File: config.mk
export PLATFORM = sky130hd
export DESIGN_NAME = can_command_watchdog
export DESIGN_NICKNAME = d
export VERILOG_FILES = /design/src/hw/rtl/cmdwd_pkg.sv /design/src/hw/rtl/cmdwd_front.sv /design/src/hw/rtl/cmdwd_queue.sv /design/src/hw/rtl/cmdwd_exec.sv /design/src/hw/rtl/can_command_watchdog.sv
export SDC_FILE = /design/constraint.sdc
export NUM_CORES = 1
export LEC_CHECK = 0
export ABC_AREA = 1
export BUFFER_PORTS_ARGS = -buffer_cell sky130_fd_sc_hd__buf_4
export CAP_MARGIN = 15
export CORE_AREA = 2 2 238 240
export DETAILED_ROUTE_END_ITERATION = 6
export DIE_AREA = 0 0 240 242
export GPL_TIMING_DRIVEN = 0
export PLACE_DENSITY = 0.56
export SLEW_MARGIN = 20
export SYNTH_ARGS = -nofsm -noshare
export SYNTH_HDL_FRONTEND = slang
export SYNTH_SLANG_ARGS = --single-unit
File: constraint.sdc
create_clock -name clk -period 4.5 [get_ports clk]
set_clock_uncertainty 0.05 [all_clocks]
set_input_delay 0.675 -clock clk [delete_from_list [all_inputs] [get_ports clk]]
set_output_delay 0.675 -clock clk [all_outputs]
set_load 0.005 [all_outputs]
File: src/hw/rtl/cmdwd_pkg.sv
// Shared types, constants and register codes of the CAN command watchdog.
package cmdwd_pkg;

    // Field widths.
    localparam int ID_W    = 11;
    localparam int BYTE_W  = 8;
    localparam int TIME_W  = 32;
    localparam int CNT_W   = 32;
    localparam int LEN_W   = 4;
    localparam int CIDX_W  = 3;
    localparam int CDATA_W = 32;

    // Default depth of the queue between the classifier and the executor.
    localparam int QUEUE_DEPTH = 4;

    // Configuration register indexes.
    localparam logic [CIDX_W-1:0] REG_CONTROL_ID   = 3'd0;
    localparam logic [CIDX_W-1:0] REG_HEARTBEAT_ID = 3'd1;
    localparam logic [CIDX_W-1:0] REG_MAGIC        = 3'd2;
    localparam logic [CIDX_W-1:0] REG_OFF_CODE     = 3'd3;
    localparam logic [CIDX_W-1:0] REG_ON_CODE      = 3'd4;
    localparam logic [CIDX_W-1:0] REG_TOGGLE_CODE  = 3'd5;
    localparam logic [CIDX_W-1:0] REG_TIMEOUT      = 3'd6;

    // Reset values of the configuration registers.
    localparam logic [ID_W-1:0]   RST_CONTROL_ID   = 11'd256;
    localparam logic [ID_W-1:0]   RST_HEARTBEAT_ID = 11'd257;
    localparam logic [BYTE_W-1:0] RST_MAGIC        = 8'd165;
    localparam logic [BYTE_W-1:0] RST_OFF_CODE     = 8'd0;
    localparam logic [BYTE_W-1:0] RST_ON_CODE      = 8'd1;
    localparam logic [BYTE_W-1:0] RST_TOGGLE_CODE  = 8'd2;
    localparam logic [TIME_W-1:0] RST_TIMEOUT      = 32'd500000;

    // Action decided by the classifier for one item.
    typedef enum logic [2:0] {
        ACT_NONE,
        ACT_HEARTBEAT,
        ACT_OFF,
        ACT_ON,
        ACT_TOGGLE,
        ACT_INVALID,
        ACT_TICK
    } action_t;

    // Classified item as it travels through the queue.
    typedef struct packed {
        action_t                 action;
        logic [TIME_W-1:0]       now;
        logic [BYTE_W-1:0]       code;
    } op_t;

    // Configuration register set.
    typedef struct packed {
        logic [ID_W-1:0]   control_id;
        logic [ID_W-1:0]   heartbeat_id;
        logic [BYTE_W-1:0] magic;
        logic [BYTE_W-1:0] off_code;
        logic [BYTE_W-1:0] on_code;
        logic [BYTE_W-1:0] toggle_code;
        logic [TIME_W-1:0] timeout;
    } cfg_t;

endpackage

File: src/hw/rtl/cmdwd_front.sv
// Front end: accepts input items and classifies them into executor actions.
module cmdwd_front (
    input  logic                         in_valid,
    output logic                         in_stall,
    input  logic                         operation,
    input  logic [cmdwd_pkg::TIME_W-1:0] now_us,
    input  logic [cmdwd_pkg::ID_W-1:0]   frame_id,
    input  logic                         is_extended,
    input  logic                         is_remote,
    input  logic [cmdwd_pkg::LEN_W-1:0]  data_length,
    input  logic [cmdwd_pkg::BYTE_W-1:0] first_byte,
    input  cmdwd_pkg::cfg_t              cfg,
    input  logic                         queue_full,
    output logic                         push,
    output cmdwd_pkg::op_t               push_op
);
    import cmdwd_pkg::*;

    action_t action;

    // Take an item whenever the queue has room.
    assign in_stall = queue_full;
    assign push     = in_valid && !queue_full;

    // Decide what the item does; the heartbeat identifier wins over the control one.
    always_comb
    begin
        action = ACT_NONE;
        if (operation)
        begin
            action = ACT_TICK;
        end
        else if (is_extended || is_remote || (data_length == '0))
        begin
            action = ACT_NONE;
        end
        else if (frame_id == cfg.heartbeat_id)
        begin
            action = (first_byte == cfg.magic) ? ACT_HEARTBEAT : ACT_NONE;
        end
        else if (frame_id == cfg.control_id)
        begin
            if (first_byte == cfg.off_code)
                action = ACT_OFF;
            else if (first_byte == cfg.on_code)
                action = ACT_ON;
            else if (first_byte == cfg.toggle_code)
                action = ACT_TOGGLE;
            else
                action = ACT_INVALID;
        end
    end

    assign push_op.action = action;
    assign push_op.now    = now_us;
    assign push_op.code   = first_byte;

endmodule

File: src/hw/rtl/cmdwd_queue.sv
// Short queue of classified items between the front end and the executor.
module cmdwd_queue #(
    parameter int DEPTH = cmdwd_pkg::QUEUE_DEPTH
) (
    input  logic           clk,
    input  logic           rst_n,
    input  logic           push,
    input  cmdwd_pkg::op_t push_op,
    input  logic           pop,
    output cmdwd_pkg::op_t pop_op,
    output logic           full,
    output logic           empty
);
    import cmdwd_pkg::*;

    localparam int PTR_W = (DEPTH > 1) ? $clog2(DEPTH) : 1;
    localparam int CNT_QW = $clog2(DEPTH + 1);

    op_t               slot_reg [DEPTH];
    logic [PTR_W-1:0]  wr_ptr_reg, wr_ptr_next;
    logic [PTR_W-1:0]  rd_ptr_reg, rd_ptr_next;
    logic [CNT_QW-1:0] count_reg, count_next;

    assign full   = (count_reg == CNT_QW'(DEPTH));
    assign empty  = (count_reg == '0);
    assign pop_op = slot_reg[rd_ptr_reg];

    // Pointer and fill level updates.
    always_comb
    begin
        wr_ptr_next = wr_ptr_reg;
        rd_ptr_next = rd_ptr_reg;
        count_next  = count_reg;
        if (push)
            wr_ptr_next = (wr_ptr_reg == PTR_W'(DEPTH - 1)) ? '0 : wr_ptr_reg + 1'b1;
        if (pop)
            rd_ptr_next = (rd_ptr_reg == PTR_W'(DEPTH - 1)) ? '0 : rd_ptr_reg + 1'b1;
        if (push && !pop)
            count_next = count_reg + 1'b1;
        else if (pop && !push)
            count_next = count_reg - 1'b1;
    end

    always_ff @(posedge clk or negedge rst_n)
    begin
        if (!rst_n)
        begin
            wr_ptr_reg <= '0;
            rd_ptr_reg <= '0;
            count_reg  <= '0;
        end
        else
        begin
            wr_ptr_reg <= wr_ptr_next;
            rd_ptr_reg <= rd_ptr_next;
            count_reg  <= count_next;
        end
    end

    // Storage slots carry payload only.
    always_ff @(posedge clk)
    begin
        if (push)
            slot_reg[wr_ptr_reg] <= push_op;
    end

endmodule

File: src/hw/rtl/cmdwd_exec.sv
// Executor: applies classified items to the watchdog state and presents the result.
module cmdwd_exec (
    input  logic                         clk,
    input  logic                         rst_n,
    input  cmdwd_pkg::cfg_t              cfg,
    input  logic                         queue_empty,
    input  cmdwd_pkg::op_t               pop_op,
    output logic                         pop,
    output logic                         out_valid,
    input  logic                         out_stall,
    output logic                         output_enabled,
    output logic                         watchdog_tripped,
    output logic [cmdwd_pkg::BYTE_W-1:0] last_command,
    output logic [cmdwd_pkg::CNT_W-1:0]  command_total,
    output logic [cmdwd_pkg::CNT_W-1:0]  invalid_total,
    output logic [cmdwd_pkg::CNT_W-1:0]  heartbeat_total,
    output logic [cmdwd_pkg::TIME_W-1:0] last_command_time,
    output logic                         heartbeat_seen,
    output logic [cmdwd_pkg::TIME_W-1:0] last_heartbeat_time
);
    import cmdwd_pkg::*;

    logic              out_valid_reg, out_valid_next;
    logic              enable_reg, enable_next;
    logic              trip_reg, trip_next;
    logic [BYTE_W-1:0] code_reg, code_next;
    logic [CNT_W-1:0]  cmd_cnt_reg, cmd_cnt_next;
    logic [CNT_W-1:0]  inv_cnt_reg, inv_cnt_next;
    logic [CNT_W-1:0]  hb_cnt_reg, hb_cnt_next;
    logic [TIME_W-1:0] cmd_stamp_reg, cmd_stamp_next;
    logic              seen_reg, seen_next;
    logic [TIME_W-1:0] hb_stamp_reg, hb_stamp_next;
    logic [TIME_W-1:0] age;
    logic              expired;

    // The state itself is the result; it only moves once the previous result is taken.
    assign pop            = !queue_empty && (!out_valid_reg || !out_stall);
    assign out_valid_next = pop || (out_valid_reg && out_stall);

    // Heartbeat age wraps with the microsecond timer.
    assign age     = pop_op.now - hb_stamp_reg;
    assign expired = !seen_reg || (age > cfg.timeout);

    always_comb
    begin
        enable_next    = enable_reg;
        trip_next      = trip_reg;
        code_next      = code_reg;
        cmd_cnt_next   = cmd_cnt_reg;
        inv_cnt_next   = inv_cnt_reg;
        hb_cnt_next    = hb_cnt_reg;
        cmd_stamp_next = cmd_stamp_reg;
        seen_next      = seen_reg;
        hb_stamp_next  = hb_stamp_reg;
        if (pop)
        begin
            case (pop_op.action)
                ACT_HEARTBEAT:
                begin
                    hb_stamp_next = pop_op.now;
                    seen_next     = 1'b1;
                    hb_cnt_next   = hb_cnt_reg + 1'b1;
                end
                ACT_OFF, ACT_ON, ACT_TOGGLE:
                begin
                    if (pop_op.action == ACT_OFF)
                        enable_next = 1'b0;
                    else if (pop_op.action == ACT_ON)
                        enable_next = 1'b1;
                    else
                        enable_next = !enable_reg;
                    code_next      = pop_op.code;
                    cmd_stamp_next = pop_op.now;
                    hb_stamp_next  = pop_op.now;
                    seen_next      = 1'b1;
                    cmd_cnt_next   = cmd_cnt_reg + 1'b1;
                    trip_next      = 1'b0;
                end
                ACT_INVALID:
                begin
                    inv_cnt_next = inv_cnt_reg + 1'b1;
                end
                ACT_TICK:
                begin
                    if (enable_reg && expired)
                    begin
                        enable_next = 1'b0;
                        trip_next   = 1'b1;
                    end
                end
                default:
                begin
                end
            endcase
        end
    end

    always_ff @(posedge clk or negedge rst_n)
    begin
        if (!rst_n)
        begin
            out_valid_reg <= 1'b0;
            enable_reg    <= 1'b0;
            trip_reg      <= 1'b0;
            code_reg      <= RST_OFF_CODE;
            cmd_cnt_reg   <= '0;
            inv_cnt_reg   <= '0;
            hb_cnt_reg    <= '0;
            cmd_stamp_reg <= '0;
            seen_reg      <= 1'b0;
            hb_stamp_reg  <= '0;
        end
        else
        begin
            out_valid_reg <= out_valid_next;
            enable_reg    <= enable_next;
            trip_reg      <= trip_next;
            code_reg      <= code_next;
            cmd_cnt_reg   <= cmd_cnt_next;
            inv_cnt_reg   <= inv_cnt_next;
            hb_cnt_reg    <= hb_cnt_next;
            cmd_stamp_reg <= cmd_stamp_next;
            seen_reg      <= seen_next;
            hb_stamp_reg  <= hb_stamp_next;
        end
    end

    assign out_valid           = out_valid_reg;
    assign output_enabled      = enable_reg;
    assign watchdog_tripped    = trip_reg;
    assign last_command        = code_reg;
    assign command_total       = cmd_cnt_reg;
    assign invalid_total       = inv_cnt_reg;
    assign heartbeat_total     = hb_cnt_reg;
    assign last_command_time   = cmd_stamp_reg;
    assign heartbeat_seen      = seen_reg;
    assign last_heartbeat_time = hb_stamp_reg;

endmodule

File: src/hw/rtl/can_command_watchdog.sv
// Top level of the CAN command watchdog: configuration registers and the three stages.
// A result is registered in the executor once its item has passed through the queue.
// Throughput: one item per cycle while the result is not stalled, set by the state update in the executor.
// The queue holds QUEUE_DEPTH classified items, so input keeps flowing while a result waits, until the queue is full.
// Reset: asynchronous, active low; configuration returns to its defaults, all state clears.
// Configuration writes are always ready and take effect in the following cycle.
module can_command_watchdog #(
    parameter int QUEUE_DEPTH = cmdwd_pkg::QUEUE_DEPTH
) (
    input  logic                          clk,
    input  logic                          rst_n,
    input  logic                          in_valid,
    output logic                          in_stall,
    input  logic                          operation,
    input  logic [cmdwd_pkg::TIME_W-1:0]  now_us,
    input  logic [cmdwd_pkg::ID_W-1:0]    frame_id,
    input  logic                          is_extended,
    input  logic                          is_remote,
    input  logic [cmdwd_pkg::LEN_W-1:0]   data_length,
    input  logic [cmdwd_pkg::BYTE_W-1:0]  first_byte,
    output logic                          out_valid,
    input  logic                          out_stall,
    output logic                          output_enabled,
    output logic                          watchdog_tripped,
    output logic [cmdwd_pkg::BYTE_W-1:0]  last_command,
    output logic [cmdwd_pkg::CNT_W-1:0]   command_total,
    output logic [cmdwd_pkg::CNT_W-1:0]   invalid_total,
    output logic [cmdwd_pkg::CNT_W-1:0]   heartbeat_total,
    output logic [cmdwd_pkg::TIME_W-1:0]  last_command_time,
    output logic                          heartbeat_seen,
    output logic [cmdwd_pkg::TIME_W-1:0]  last_heartbeat_time,
    input  logic                          cfg_valid,
    output logic                          cfg_ready,
    input  logic [cmdwd_pkg::CIDX_W-1:0]  cfg_index,
    input  logic [cmdwd_pkg::CDATA_W-1:0] cfg_data
);
    import cmdwd_pkg::*;

    cfg_t cfg_reg, cfg_next;
    logic push;
    logic pop;
    logic queue_full;
    logic queue_empty;
    op_t  push_op;
    op_t  pop_op;

    // Configuration register file; unknown indexes are ignored.
    assign cfg_ready = 1'b1;

    always_comb
    begin
        cfg_next = cfg_reg;
        if (cfg_valid && cfg_ready)
        begin
            case (cfg_index)
                REG_CONTROL_ID:   cfg_next.control_id   = cfg_data[ID_W-1:0];
                REG_HEARTBEAT_ID: cfg_next.heartbeat_id = cfg_data[ID_W-1:0];
                REG_MAGIC:        cfg_next.magic        = cfg_data[BYTE_W-1:0];
                REG_OFF_CODE:     cfg_next.off_code     = cfg_data[BYTE_W-1:0];
                REG_ON_CODE:      cfg_next.on_code      = cfg_data[BYTE_W-1:0];
                REG_TOGGLE_CODE:  cfg_next.toggle_code  = cfg_data[BYTE_W-1:0];
                REG_TIMEOUT:      cfg_next.timeout      = cfg_data[TIME_W-1:0];
                default:
                begin
                end
            endcase
        end
    end

    always_ff @(posedge clk or negedge rst_n)
    begin
        if (!rst_n)
        begin
            cfg_reg.control_id   <= RST_CONTROL_ID;
            cfg_reg.heartbeat_id <= RST_HEARTBEAT_ID;
            cfg_reg.magic        <= RST_MAGIC;
            cfg_reg.off_code     <= RST_OFF_CODE;
            cfg_reg.on_code      <= RST_ON_CODE;
            cfg_reg.toggle_code  <= RST_TOGGLE_CODE;
            cfg_reg.timeout      <= RST_TIMEOUT;
        end
        else
        begin
            cfg_reg <= cfg_next;
        end
    end

    // Classifier.
    cmdwd_front u_front (
        .in_valid    (in_valid),
        .in_stall    (in_stall),
        .operation   (operation),
        .now_us      (now_us),
        .frame_id    (frame_id),
        .is_extended (is_extended),
        .is_remote   (is_remote),
        .data_length (data_length),
        .first_byte  (first_byte),
        .cfg         (cfg_reg),
        .queue_full  (queue_full),
        .push        (push),
        .push_op     (push_op)
    );

    // Decoupling queue.
    cmdwd_queue #(
        .DEPTH (QUEUE_DEPTH)
    ) u_queue (
        .clk     (clk),
        .rst_n   (rst_n),
        .push    (push),
        .push_op (push_op),
        .pop     (pop),
        .pop_op  (pop_op),
        .full    (queue_full),
        .empty   (queue_empty)
    );

    // State update and result.
    cmdwd_exec u_exec (
        .clk                 (clk),
        .rst_n               (rst_n),
        .cfg                 (cfg_reg),
        .queue_empty         (queue_empty),
        .pop_op              (pop_op),
        .pop                 (pop),
        .out_valid           (out_valid),
        .out_stall           (out_stall),
        .output_enabled      (output_enabled),
        .watchdog_tripped    (watchdog_tripped),
        .last_command        (last_command),
        .command_total       (command_total),
        .invalid_total       (invalid_total),
        .heartbeat_total     (heartbeat_total),
        .last_command_time   (last_command_time),
        .heartbeat_seen      (heartbeat_seen),
        .last_heartbeat_time (last_heartbeat_time)
    );

endmodule

; Yosys cells after proc, flatten, opt, wreduce, memory -nomap -nowiden
; Memory sizes are Yosys's and may differ from the RTL's.
; Index checks and enable logic that the tools add are counted.
[word_totals]
reg_bits = 265
latch_bits = 0
mem_bits_rw = 172
mem_bits_ro = 0
inputBits = 98
out_inout_bits = 174
word_cells = 110
mem_count = 1
[mem_list]
columns = memory, words, width, read_ports, rd_ports_with_merged_regs, wr, line_no
row1 = u_queue.slot_reg, 4, 43, 1, 0, 1, cmdwd_queue.sv:19  ; op_t slot_reg [DEPTH];
[op_classes]
addsub = 8
n_mul = 0
div_mod_pow = 0
order_cmp = 1
eq_ne = 22
shifts = 0
muxes = 20
bitwise_logic = 0
n_reduce_logical = 38
[op_table]
columns = op, n
row1 = $add A32 B1 Y32 const B, 3
row2 = $eq A8 B8 Y1, 4
row3 = $gt A32 B32 Y1, 1
row4 = $sub A32 B32 Y32, 1
row5 = $mux W3, 8
row6 = $eq A11 B11 Y1, 2
row7 = $reduce_and A2 Y1, 11
row8 = $eq A3 B3 Y1 const B, 7
row9 = $eq A3 B2 Y1 const B, 4
row10 = $logic_not A1 Y1, 8
row11 = $mux W1, 8
row12 = $eq A3 B1 Y1 const B, 2
row13 = $logic_and A1 B1 Y1, 6
row14 = $logic_not A3 Y1, 2
row15 = $logic_or A1 B1 Y1, 5
row16 = $add A2 B1 Y2 const B, 2
row17 = $eq A2 B2 Y1 const B, 2
row18 = $logic_not A4 Y1, 1
row19 = $mux W2, 2
row20 = $pmux W1 S2, 2
row21 = $reduce_bool A2 Y1, 2
row22 = $reduce_or A4 Y1, 1
row23 = $add A3 B1 Y3 const B, 1
row24 = $reduce_and A3 Y1, 1
row25 = other kinds (3), 3

; Logic depth before layout (Yosys ltp)
[logic_depth]
word_depth = 8
ltp_mapped = 35
ltp_nobuf = 32

; Modules after synthesis
; A second synthesis with hierarchy kept.
[unflattened]
cells_unflattened = 2447
area_unflattened_um2 = 22258.8
[by_module_without_submodules]
columns = module, instances, cells_per_inst, area_each_um2, seq_area_each_um2
row1 = cmdwd_exec, 1, 1260, 10159.7, 4304.1
row2 = cmdwd_queue, 1, 554, 7352.1, 5340.1
row3 = can_command_watchdog, 1, 386, 3417.0, 2172.1
row4 = cmdwd_front, 1, 247, 1330.0, 0.0

; Least setup slack after synthesis
; Ideal clock, no wire load.
[synth_path]
path_kind = reg-to-reg
startpoint = register u_queue.rd_ptr_reg[0]
endpoint = register u_exec.enable_reg (netlist: u_exec.output_enabled)
setup_ps = 117
arrival_ps = 3978
required_time_ps = 4333
setup_slack_ps = 355
path_stages_with_launch = 32
n_path_buf = 4
period_less_slack_ps = 4145
path_cell_list = dfrtp_1 > buf_6 > inv_4 > buf_6 > clkbuf_1 > clkbuf_1 > nor2_1 > o22ai_1 > ha_1 > a21oi_1 > nand2_1 > a21oi_1 > o21ai_0 > nand3_1 > nand3_1 > nand3_1 > nand2_1 > xor2_1 > ha_1 > nand2_1 > nor2_1 > nand2_1 > nor2_1 > nand2_1 > nand2_1 > nand2_1 > nand2_1 > nand2_1 > nand2_1 > nand2_1 > nand2_1 > nand2_1
[synth_lines]
columns = item, line_no
row1 = from (decl), cmdwd_queue.sv:21  ; logic [PTR_W-1:0] rd_ptr_reg, rd_ptr_next;
row2 = from (signal assigned), cmdwd_queue.sv:55  ; rd_ptr_reg <= rd_ptr_next;
row3 = to (signal assigned), cmdwd_exec.sv:116  ; enable_reg <= enable_next;
row4 = to (decl), cmdwd_exec.sv:24  ; logic enable_reg, enable_next;

==> implementation parameters <==
Parameter                              Value

Setup path
  Element type at the critical path end ... register
  Startpoint type of the worst setup path ... register
  Cell with the largest stage delay on the worst path ... sky130_fd_sc_hd__ha_2
  Biggest cell delay along the critical path ... 0.39 ns
  Crit path top cell by count ... sky130_fd_sc_hd__nand2_1
  Biggest fanout along the worst timing path ... 10
  Family of cells with the greatest summed delay on the critical path ... simple AND/OR/NAND/NOR gates
  Critical path type ... reg2reg
  Worst Path Arrival ... between 4 and 5 ns
  Worst Path Buf+Inv ... 5
  Data required time at the worst endpoint ... 4.93 ns

Timing
  Relative max-transition margin ... 0.4121
  Peak Freq ... 0.2350 GHz
  Part of the cycle the worst path needs ... 0.9458
  Pins over their slew limit ... 0
  Worst hold slack ... 0.2185 ns
  Final sum of negative setup slack ... 0 ns
  Slew at the pin closest to its max-slew limit ... 0.8819 ns
  Time the final worst path needs with I/O delays and setup ... roughly 4.3 ns
  Number of failing hold endpoints at the final stage ... 0
  Setup-failing EPs final ... 0
  Final worst slack ... 0.2439 ns

Synthesis
  Post-synthesis sequential element count ... approximately 440
  Seq/Total Area, Yosys ... 0.5492
  Post-synthesis instance area ... 21520 sq um
  Fraction of post-synthesis cell area in the top cell type by area ... 0.2896
  Cell with the most instances after synthesis ... sky130_fd_sc_hd__nand2_1
  FFs w/ async S/R, synth ... 0.6064
  Cells after synthesis ... approximately 2300
  Mean cell area of the mapped netlist ... 9.343 sq um
  Most common library cells after synthesis ... sky130_fd_sc_hd__nand2_1, sky130_fd_sc_hd__dfrtp_1, sky130_fd_sc_hd__nor2_1, sky130_fd_sc_hd__o21ai_0, sky130_fd_sc_hd__inv_1
  Count of synthesis-stage warnings from yosys ... 0
  Synthesized net count ... between 2000 and 2500
  Primary FF master, synth ... sky130_fd_sc_hd__dfrtp_1
  EDFF count, synth ... 172
  Top post-synthesis cells by area ... sky130_fd_sc_hd__dfrtp_1, sky130_fd_sc_hd__edfxtp_1, sky130_fd_sc_hd__nand2_1
  Cell type with the largest total area after synthesis ... sky130_fd_sc_hd__dfrtp_1
  Unique cell type count in the Yosys netlist ... 52

Cells and area
  Net count, final ... between 2000 and 3000
  Layout overhead on the synthesized area ... 27.62%
  Number of flip-flops in the largest register ... 172
  Fraction of layout instances using a drive strength above 1 ... 0.2108
  Filler Cell Count ... 5294
  Post-Route Utilization ... 0.4927
  Antenna Cells ... 0

Route
  Via count ... 17409
  Post-detailed-route count of antenna-violating nets ... 0
  Number of design-rule violations left by the first detailed-router iteration ... 1229
  Count of unresolved DRC violations after routing ... 0
  Drt total wl ... 65.56 mm
  Routed vias/inst ... 5.032
  Pre-antenna DRT Iters ... 7
  DR WL/cell ... 18.95 microns

Floorplanning
  Area of the die ... 58080 sq um
  I/O pin count ... 272
  Die Span Y ... 242 microns
  Area of the placeable core ... 55730 sq um
  Starting density of the core ... 0.3861
  Site row count ... 87
  Die X ... 240 microns

Flow run
  Number of maximum-capacitance constraint violations ... 0

Place
  Worst-case setup slack after placement ... -1.141 ns
  Port-buffer cells ... 270
  Sum of net half-perimeters after detailed placement ... 48.20 mm
  Final estimated routing congestion in global placement ... around 0.90

Clocking
  Clock buffer depth ... 3
  Clock Sinks ... 437
  Skew-Pair Late Insertion Delay ... 0.60 ns
  Total number of H-tree levels ... 2
  Cell at the root of the clock tree ... sky130_fd_sc_hd__clkbuf_16
  Total clock buffers created by CTS ... a little over 50
  CTS tree ... yes
  Reg clk slew, reported paths ... roughly 0.060 ns

Power
  Net switching share of the total power ... 0.4257
  Leakage ... roughly 12 nW
  Net switching component of the power ... 9.018 mW
  Pwr dens ... 771.4 nW/um^2
  Power share of the sequential group ... 0.270
  Clock network fraction of design power ... 0.206
  Peak supply drop ... ~0.43 mV
  Internal portion of total power ... between 10 and 15 mW
  Part of the total power dissipated in combinational logic ... 0.524

Global route
  Aggregate global-route resource usage ... 0.2213
  GRT overflow ... 0
  Initial antenna violation count ... 3
  Global-route wire length before repair ... 98.92 mm
  Vias in the first global route ... roughly 17000
  Maximum number of pins on one net before global-route repair ... about 90

Status
  Run status ... completed

Min path
  Worst Hold Class ... in2reg
[per-layer routing]
layer / up-vias / part of all wire / global-route usage
met5: - / 0.00035 / 0
met4: 4 / 0.018 / 0.04951
met3: 75 / 0.049 / 0.03259
met2: 443 / 0.48 / 0.3661
met1: 8482 / 0.45 / 0.3071
li1: 8405 / - / -
[cells by family (layout without fill, tap and decap cells)]
kind of cell | count (synthesis) | count (layout) | share of synthesized area
flops | 437 | 437 | 0.5492
other cells | 1 | 1 | 0.0001743
compound gates | 368 | 368 | 0.09042
xor+xnor | 175 | 175 | 0.07158
fa+ha+maj | 75 | 75 | 0.04431
buf+inv | 252 | 653 | 0.04861
simple gates | 994 | 994 | 0.1952
mux | 1 | 1 | 0.0005233
[final timing paths]
check                                                          from                                       end  slack (ns)  cells after the start
setup / recovery                  u_queue.rd_ptr_reg[0]$_DFFE_PN0P_         u_exec.output_enabled$_DFFE_PN0P_        0.24                     27
hold / removal                                           now_us[15]         u_queue.slot_reg[2][23]$_DFFE_PP_        0.22                      1
setup reg to reg                  u_queue.rd_ptr_reg[0]$_DFFE_PN0P_         u_exec.output_enabled$_DFFE_PN0P_        0.24                     27
hold reg to reg            u_exec.last_command_time[30]$_DFFE_PN0P_  u_exec.last_command_time[30]$_DFFE_PN0P_        0.43                      2
max in group asynchronous                                     rst_n  u_exec.last_command_time[29]$_DFFE_PN0P_        2.72                      4
min in group asynchronous                                     rst_n      u_exec.command_total[11]$_DFFE_PN0P_        0.55                      2
[per-stage QoR]
step	power (mW)	cell area (sq um)	std cells
after global routing	22.75	27460	3460
after detailed placement	15.52	24770	3340
after global placement	15.25	24490	3329
after CTS	20.30	26820	3440
after floorplan	11.95	21520	2303
final	21.18	27460	3460
[repair_timing]
item,4_1_cts,5_1_grt
cloned,0,1
buffers inserted,3,19
hold buffers,1,0
resized for setup,68,132
pin swaps,6,25
hold endpoints to repair,51,0
setup endpoints to repair,2,2
[cell usage in the layout (no fill, tap or decap), types with 27 or more instances in the layout]
cell and n:
sky130_fd_sc_hd__clkbuf_1 36, sky130_fd_sc_hd__xor2_1 113, sky130_fd_sc_hd__inv_1 174, sky130_fd_sc_hd__nand4_1 37, sky130_fd_sc_hd__nand2_1 550, sky130_fd_sc_hd__o21ai_0 180, sky130_fd_sc_hd__nand3_1 44, sky130_fd_sc_hd__ha_1 57
sky130_fd_sc_hd__nor3_1 53, sky130_fd_sc_hd__o21ai_1 46, sky130_fd_sc_hd__clkbuf_16 55, sky130_fd_sc_hd__xnor2_1 61, sky130_fd_sc_hd__buf_4 299, sky130_fd_sc_hd__dfrtp_1 248, sky130_fd_sc_hd__a21oi_1 66, sky130_fd_sc_hd__nor2_1 233
sky130_fd_sc_hd__o22ai_2 27, sky130_fd_sc_hd__edfxtp_1 172
[power by group through the flow]
stage | sequential (mW) | clock, mW | combinational (mW)
floorplan | 5.65 | 0 | 6.30
global placement | 5.82 | 0 | 9.43
detailed placement | 5.79 | 0 | 9.73
CTS | 5.72 | 4.46 | 10.1
global route | 5.81 | 4.61 | 12.3
finish | 5.72 | 4.36 | 11.1
[layout make-up]
cell class / instances / area, sq um / area share
sequential: 437 / 11820 / 0.4304
tap: 756 / 945.9 / 0.03445
inverter: 185 / 706.9 / 0.02574
clock buffer: 72 / 1469 / 0.05349
timing repair buffer: 305 / 2477 / 0.09022
buffer: 67 / 475.5 / 0.01731
multi-input combinational: 1614 / 9256 / 0.3371
clock inverter: 24 / 311.5 / 0.01135
Note: power is estimated with default switching activity, not from simulation.
